[src/rtl/core/ttc_pkg.sv]
// Shared constants, types and the control store of the text terminal console.
package ttc_pkg;

	localparam int COLUMNS = 80;
	localparam int ROWS    = 25;
	localparam int CELLS   = COLUMNS * ROWS;
	localparam int ADDR_W  = $clog2(CELLS);
	localparam int ROW_W   = $clog2(ROWS + 1);
	localparam int COL_W   = $clog2(COLUMNS);
	localparam int PC_W    = 5;

	localparam logic [1:0] CMD_PUT    = 2'd0;
	localparam logic [1:0] CMD_REMOVE = 2'd1;
	localparam logic [1:0] CMD_CLEAR  = 2'd2;
	localparam logic [1:0] CMD_READ   = 2'd3;

	localparam logic [7:0]  NEWLINE_CODE = 8'h0A;
	localparam logic [7:0]  SPACE_CODE   = 8'h20;
	localparam logic [7:0]  RESET_COLOR  = 8'h07;
	localparam logic [15:0] RESET_CELL   = {RESET_COLOR, SPACE_CODE};

	// Microprogram step addresses
	localparam logic [PC_W-1:0] PC_INIT      = PC_W'(0);
	localparam logic [PC_W-1:0] PC_IDLE      = PC_W'(1);
	localparam logic [PC_W-1:0] PC_PUT       = PC_W'(2);
	localparam logic [PC_W-1:0] PC_PUT_CHK   = PC_W'(3);
	localparam logic [PC_W-1:0] PC_SC_PRIME  = PC_W'(4);
	localparam logic [PC_W-1:0] PC_SC_COPY   = PC_W'(5);
	localparam logic [PC_W-1:0] PC_SC_LAST   = PC_W'(6);
	localparam logic [PC_W-1:0] PC_SC_BLANK  = PC_W'(7);
	localparam logic [PC_W-1:0] PC_SC_END    = PC_W'(8);
	localparam logic [PC_W-1:0] PC_REM       = PC_W'(9);
	localparam logic [PC_W-1:0] PC_REM_BACK  = PC_W'(10);
	localparam logic [PC_W-1:0] PC_REM_BLANK = PC_W'(11);
	localparam logic [PC_W-1:0] PC_CLR       = PC_W'(12);
	localparam logic [PC_W-1:0] PC_CLR_FILL  = PC_W'(13);
	localparam logic [PC_W-1:0] PC_RD        = PC_W'(14);
	localparam logic [PC_W-1:0] PC_RD_LATCH  = PC_W'(15);
	localparam logic [PC_W-1:0] PC_RESULT    = PC_W'(16);

	typedef enum logic [1:0] {WE_OFF, WE_ON, WE_PUT} we_t;
	typedef enum logic [1:0] {SRC_CHAR, SRC_BLANK, SRC_INIT, SRC_RDATA} wsrc_t;
	typedef enum logic [1:0] {WA_ADDR, WA_BEHIND, WA_CURSOR} wa_t;
	typedef enum logic {RA_AHEAD, RA_CELL} ra_t;
	typedef enum logic [1:0] {ADDR_KEEP, ADDR_ZERO, ADDR_INC} addr_op_t;
	typedef enum logic [2:0] {CUR_KEEP, CUR_HOME, CUR_ADV, CUR_BACK, CUR_LAST} cur_op_t;
	typedef enum logic {LIM_ALL, LIM_COPY} lim_t;
	typedef enum logic [2:0] {
		COND_NEXT, COND_JUMP, COND_LOOP, COND_DISPATCH,
		COND_NOT_OVER, COND_ORIGIN, COND_OUT
	} cond_t;

	typedef struct packed {
		we_t              we;
		wsrc_t            wsrc;
		wa_t              wa;
		ra_t              ra;
		addr_op_t         addr_op;
		cur_op_t          cur_op;
		lim_t             lim;
		logic             cell_ld;
		logic             out_ld;
		cond_t            cond;
		logic [PC_W-1:0]  next;
	} ctl_t;

	typedef struct packed {
		logic lim_hit;
		logic row_over;
		logic at_origin;
		logic out_free;
	} stat_t;

	localparam ctl_t CTL_NOP = '{
		we: WE_OFF, wsrc: SRC_BLANK, wa: WA_ADDR, ra: RA_AHEAD,
		addr_op: ADDR_KEEP, cur_op: CUR_KEEP, lim: LIM_ALL,
		cell_ld: 1'b0, out_ld: 1'b0, cond: COND_NEXT, next: PC_IDLE
	};

	function automatic logic [ADDR_W-1:0] cell_addr(input logic [ADDR_W-1:0] row,
			input logic [ADDR_W-1:0] col);
		return ADDR_W'(row * COLUMNS + col);
	endfunction

	// Control store: one word per step
	function automatic ctl_t ucode(input logic [PC_W-1:0] pc);
		ctl_t c;
		c = CTL_NOP;
		unique case (pc)
			PC_INIT: begin
				c.we = WE_ON; c.wsrc = SRC_INIT; c.wa = WA_ADDR;
				c.addr_op = ADDR_INC; c.lim = LIM_ALL;
				c.cond = COND_LOOP; c.next = PC_IDLE;
			end
			PC_IDLE: begin
				c.addr_op = ADDR_ZERO; c.cond = COND_DISPATCH;
			end
			PC_PUT: begin
				c.we = WE_PUT; c.wsrc = SRC_CHAR; c.wa = WA_CURSOR;
				c.cur_op = CUR_ADV;
			end
			PC_PUT_CHK: begin
				c.addr_op = ADDR_ZERO; c.cond = COND_NOT_OVER; c.next = PC_RESULT;
			end
			PC_SC_PRIME: begin
				c.ra = RA_AHEAD; c.addr_op = ADDR_INC;
			end
			PC_SC_COPY: begin
				c.we = WE_ON; c.wsrc = SRC_RDATA; c.wa = WA_BEHIND; c.ra = RA_AHEAD;
				c.addr_op = ADDR_INC; c.lim = LIM_COPY;
				c.cond = COND_LOOP; c.next = PC_SC_LAST;
			end
			PC_SC_LAST: begin
				c.we = WE_ON; c.wsrc = SRC_RDATA; c.wa = WA_BEHIND;
			end
			PC_SC_BLANK: begin
				c.we = WE_ON; c.wsrc = SRC_BLANK; c.wa = WA_ADDR;
				c.addr_op = ADDR_INC; c.lim = LIM_ALL;
				c.cond = COND_LOOP; c.next = PC_SC_END;
			end
			PC_SC_END: begin
				c.cur_op = CUR_LAST; c.cond = COND_JUMP; c.next = PC_RESULT;
			end
			PC_REM: begin
				c.cond = COND_ORIGIN; c.next = PC_RESULT;
			end
			PC_REM_BACK: begin
				c.cur_op = CUR_BACK;
			end
			PC_REM_BLANK: begin
				c.we = WE_ON; c.wsrc = SRC_BLANK; c.wa = WA_CURSOR;
				c.cond = COND_JUMP; c.next = PC_RESULT;
			end
			PC_CLR: begin
				c.cur_op = CUR_HOME; c.addr_op = ADDR_ZERO;
			end
			PC_CLR_FILL: begin
				c.we = WE_ON; c.wsrc = SRC_BLANK; c.wa = WA_ADDR;
				c.addr_op = ADDR_INC; c.lim = LIM_ALL;
				c.cond = COND_LOOP; c.next = PC_RESULT;
			end
			PC_RD: begin
				c.ra = RA_CELL;
			end
			PC_RD_LATCH: begin
				c.cell_ld = 1'b1;
			end
			PC_RESULT: begin
				c.out_ld = 1'b1; c.cond = COND_OUT; c.next = PC_IDLE;
			end
			default: begin
				c.cond = COND_JUMP; c.next = PC_IDLE;
			end
		endcase
		return c;
	endfunction

endpackage

[src/rtl/core/ttc_seq.sv]
// Microcode sequencer: step counter, control store lookup and jump logic.
module ttc_seq (
	input  logic                      clk,
	input  logic                      arst_n,
	input  logic                      in_valid,
	input  logic [1:0]                command,
	input  ttc_pkg::stat_t            stat,
	output ttc_pkg::ctl_t             ctl,
	output logic                      in_ready
);

	logic [ttc_pkg::PC_W-1:0] pc_q;
	logic [ttc_pkg::PC_W-1:0] pc_d;
	logic [ttc_pkg::PC_W-1:0] entry;
	logic [ttc_pkg::PC_W-1:0] pc_inc;

	assign ctl      = ttc_pkg::ucode(pc_q);
	assign in_ready = (ctl.cond == ttc_pkg::COND_DISPATCH);
	assign pc_inc   = pc_q + 1'b1;

	always_comb begin
		unique case (command)
			ttc_pkg::CMD_PUT:    entry = ttc_pkg::PC_PUT;
			ttc_pkg::CMD_REMOVE: entry = ttc_pkg::PC_REM;
			ttc_pkg::CMD_CLEAR:  entry = ttc_pkg::PC_CLR;
			ttc_pkg::CMD_READ:   entry = ttc_pkg::PC_RD;
			default:             entry = ttc_pkg::PC_IDLE;
		endcase
	end

	always_comb begin
		unique case (ctl.cond)
			ttc_pkg::COND_NEXT:     pc_d = pc_inc;
			ttc_pkg::COND_JUMP:     pc_d = ctl.next;
			ttc_pkg::COND_LOOP:     pc_d = stat.lim_hit ? ctl.next : pc_q;
			ttc_pkg::COND_DISPATCH: pc_d = in_valid ? entry : pc_q;
			ttc_pkg::COND_NOT_OVER: pc_d = stat.row_over ? pc_inc : ctl.next;
			ttc_pkg::COND_ORIGIN:   pc_d = stat.at_origin ? ctl.next : pc_inc;
			ttc_pkg::COND_OUT:      pc_d = stat.out_free ? ctl.next : pc_q;
			default:                pc_d = ttc_pkg::PC_IDLE;
		endcase
	end

	always_ff @(posedge clk or negedge arst_n) begin
		if (!arst_n) begin
			pc_q <= ttc_pkg::PC_INIT;
		end else begin
			pc_q <= pc_d;
		end
	end

endmodule

[config.mk]
export PLATFORM = sky130hd
export DESIGN_NAME = ttc_seq
export DESIGN_NICKNAME = d
export VERILOG_FILES = /design/src/rtl/core/ttc_pkg.sv /design/src/rtl/core/ttc_seq.sv
export SDC_FILE = /design/constraint.sdc
export NUM_CORES = 1
export LEC_CHECK = 0
export ABC_AREA = 1
export BUFFER_PORTS_ARGS = -buffer_cell sky130_fd_sc_hd__buf_2
export CORE_MARGIN = 5
export CORE_UTILIZATION = 54
export DETAILED_ROUTE_END_ITERATION = 12
export PLACE_DENSITY_LB_ADDON = 0.2
export SYNTH_ARGS = -nofsm -noshare
export SYNTH_HDL_FRONTEND = slang
export SYNTH_SLANG_ARGS = --single-unit
[constraint.sdc]
create_clock -name clk -period 4.8 [get_ports clk]
set_input_delay 0.24 -clock clk [delete_from_list [all_inputs] [get_ports clk]]
set_output_delay 0.24 -clock clk [all_outputs]
set_load 0.05 [all_outputs]
==> impl_metrics.toml <==
[finish]
mostFrequentLayoutCells = "nand2_1 (50), nor2_1 (36), buf_2 (32), inv_1 (28)"
nFillCells = 183
largest_reg_flops = 5
final_common_cell = "nand2_1"
nets = 234
antennaDiodeCount = 0
reg_top3 = "pc_q: 5 flops"
largest-register = "pc_q"
final_cells = 240
area_growth_pct = 20.86
multiInputGateArea_um2 = 714.4
drive_above_1_share_pct = 24.65
regArea_um2 = 125.1

[sta]
grt_setup_unrepaired = "false"
slew_headroom_pct = 65.98
layout_setup_ws_ns = 2.424
fin_crit_ns = 2.376
setup_viol = 0
hold_violations = 0
fin_hold_ws_ns = 0.3306
fin_worst_skew_ns = 0.0003192
period_share_pct = 49.50
slew_violations = 0
fmax_ghz = 0.4209
worst_slew_pin_slew_ns = 0.5084
setup_tns_ns = 0

[critical_path]
crit_chain = "inv_1, ha_1, inv_1, nor2_1, o21ai_0, inv_1, nor4_1, o21ai_0, buf_2"
criticalPathCategory = "flip-flop to output port"
start_kind = "flip-flop"
cp_num_cells = 9
cp_slowest_stage_delay_ns = 0.45
timing.rr.end = "pc_q[4]"
end_kind = "output port"
rr_startpoint = "pc_q[0]"
cp.buffers_inverters = 4
r2r_cells = 12
ff2ff_setup_slack_ns = 2.64
crit_top_cell = "inv_1"
cp.arrival_ns = 2.14
crit_fanout = 7
cp.required_ns = 4.56
critPathTopFamily = "buffers and inverters"
crit_slowest_cell = "dfrtp_1"

[floorplanning]
boundaryPins = 33
fp.dieW_um = 52.81
start_util_pct = 57.32
die_area_um2 = 2789
die_h_um = 52.81
core-area_um2 = 1727
num_rows = 15

[min_path]
hold_class = "input pin to async pin"

[drt]
firstDrtPassIters = 4
num_vias = 1227
vias_per_cell = 5.113
drt_iter0_drc = 55
wl_per_cell_um = 11.73
drc_errors = 0
ant_nets = 0
wirelength_mm = 2.816

[synth]
avgSynthCellArea_um2 = 5.468
post-synth-top-area-cell = "nand2_1"
ys_warn_count = 0
syn-num-nets = 199
async_flop_share_pct = 100.0
syn-instance-count = 181
ys_seq_area_share_pct = 12.64
synth_top_area_share_pct = 18.96
ys.flop_type = "dfrtp_1"
synth_edf_count = 0
synth_area_um2 = 989.7
synth.distinct_cells = 26
synth_area_leaders = "nand2_1 (19%), nor2_1 (14%), dfrtp_1 (13%), ha_1 (11%), inv_1 (11%)"
ys_ff_latch = 5

[placed_design]
dp.cells = 235
gp_congestion = 0.9627
port-buffer-count = 32
dp_hpwl_mm = 2.386
dp_slack_ns = 2.701

[global_routing]
grt_antenna_before_repair = 0
grt_max_degree = 12
grt_overflow = 0
grt_pass1_vias = 1110
grt_pass1_wl_mm = 4.429
grtUsageTotal_pct = 20.92

[clocking]
worst_skew_pair.late_latency_ns = 0.25
cts.sinks = 5
clk_pin_slew_ns = 0.04
cts.root.buffer_cell = "clkbuf_4"
cts_tree = "built"
clk_path_buf_depth = 2
h-tree-depth = 1
cts_buffers = 3
cts_setup_buffers = 0

[run_status]
status = "finished clean"

[flow_run]
cap_violations = 0
-- worst max-delay path by stage --
stage               slack, ns  endpoint     from
CTS                      2.42   ctl[19]  pc_q[0]
global placement         2.78   ctl[19]  pc_q[0]
global route             2.20   ctl[19]  pc_q[0]
detailed placement       2.70   ctl[19]  pc_q[0]
floorplan                1.98   pc_q[0]  pc_q[0]
finish                   2.42   ctl[19]  pc_q[0]
-- worst reg2reg max path, cell delays in order (launching register included) --
cell	delay, ns
dfrtp_1	0.45
ha_1	0.27
inv_1	0.08
nor2_1	0.18
nand2_1	0.14
nand3_1	0.13
nor2_1	0.05
nand2_1	0.11
nand4_1	0.19
or2_1	0.26
nand3_1	0.12
nand2_1	0.06
nand2_1	0.05
-- through the flow --
step | cell area [µm²] | utilization [%]
after CTS | 1196 | 69.28
after detailed placement | 1159 | 67.10
final | 1196 | 69.28
after global placement | 1159 | 67.10
after floorplan | 989.7 | -
after global routing | 1196 | 69.28
-- final cells by class --
type / count / area share (%)
Clock buffer: 3 / 1.883
Inverter: 34 / 10.67
Clock inverter: 1 / 0.4184
Tap cell: 25 / 2.615
Sequential cell: 5 / 10.46
Multi-Input combinational cell: 139 / 59.73
Timing Repair Buffer: 33 / 14.23
-- kinds of logic (layout without fill, tap and decap cells) --
family          after synthesis  after routing  share of synthesized area [%]
compound gates               15             15                          8.217
xor+xnor                      2              2                          1.770
fa+ha+maj                     9              9                          11.38
buf+inv                      37             71                          15.17
flops                         5              5                          12.64
simple gates                113            113                          50.82
-- layer usage --
metal	vias to the layer above	wire length, µm	share of wire (%)	track usage (%)
li1	622	-	-	-
met1	528	1120	40	23.90
met2	65	1376	49	37.40
met3	12	242	8.6	1.425
met4	0	78	2.8	12.34
met5	-	0	0	0
-- synthesized netlist by cell type (3+ instances only) --
cell / instances
a31oi_1: 3
nor2_1: 36
nand2_1: 50
nand4_1: 4
buf_4: 3
inv_1: 28
nor2_2: 3
nand3_1: 8
inv_2: 6
ha_1: 9
dfrtp_1: 5
o21ai_0: 9
-- repair_timing --
item,in CTS,in global routing
hold buffers,1,0
endpoints found under the hold margin,5,0
gates resized for setup,0,0
Power is not shown: default switching activity piles up to over one toggle a cycle in this logic, so the estimate is an artifact.
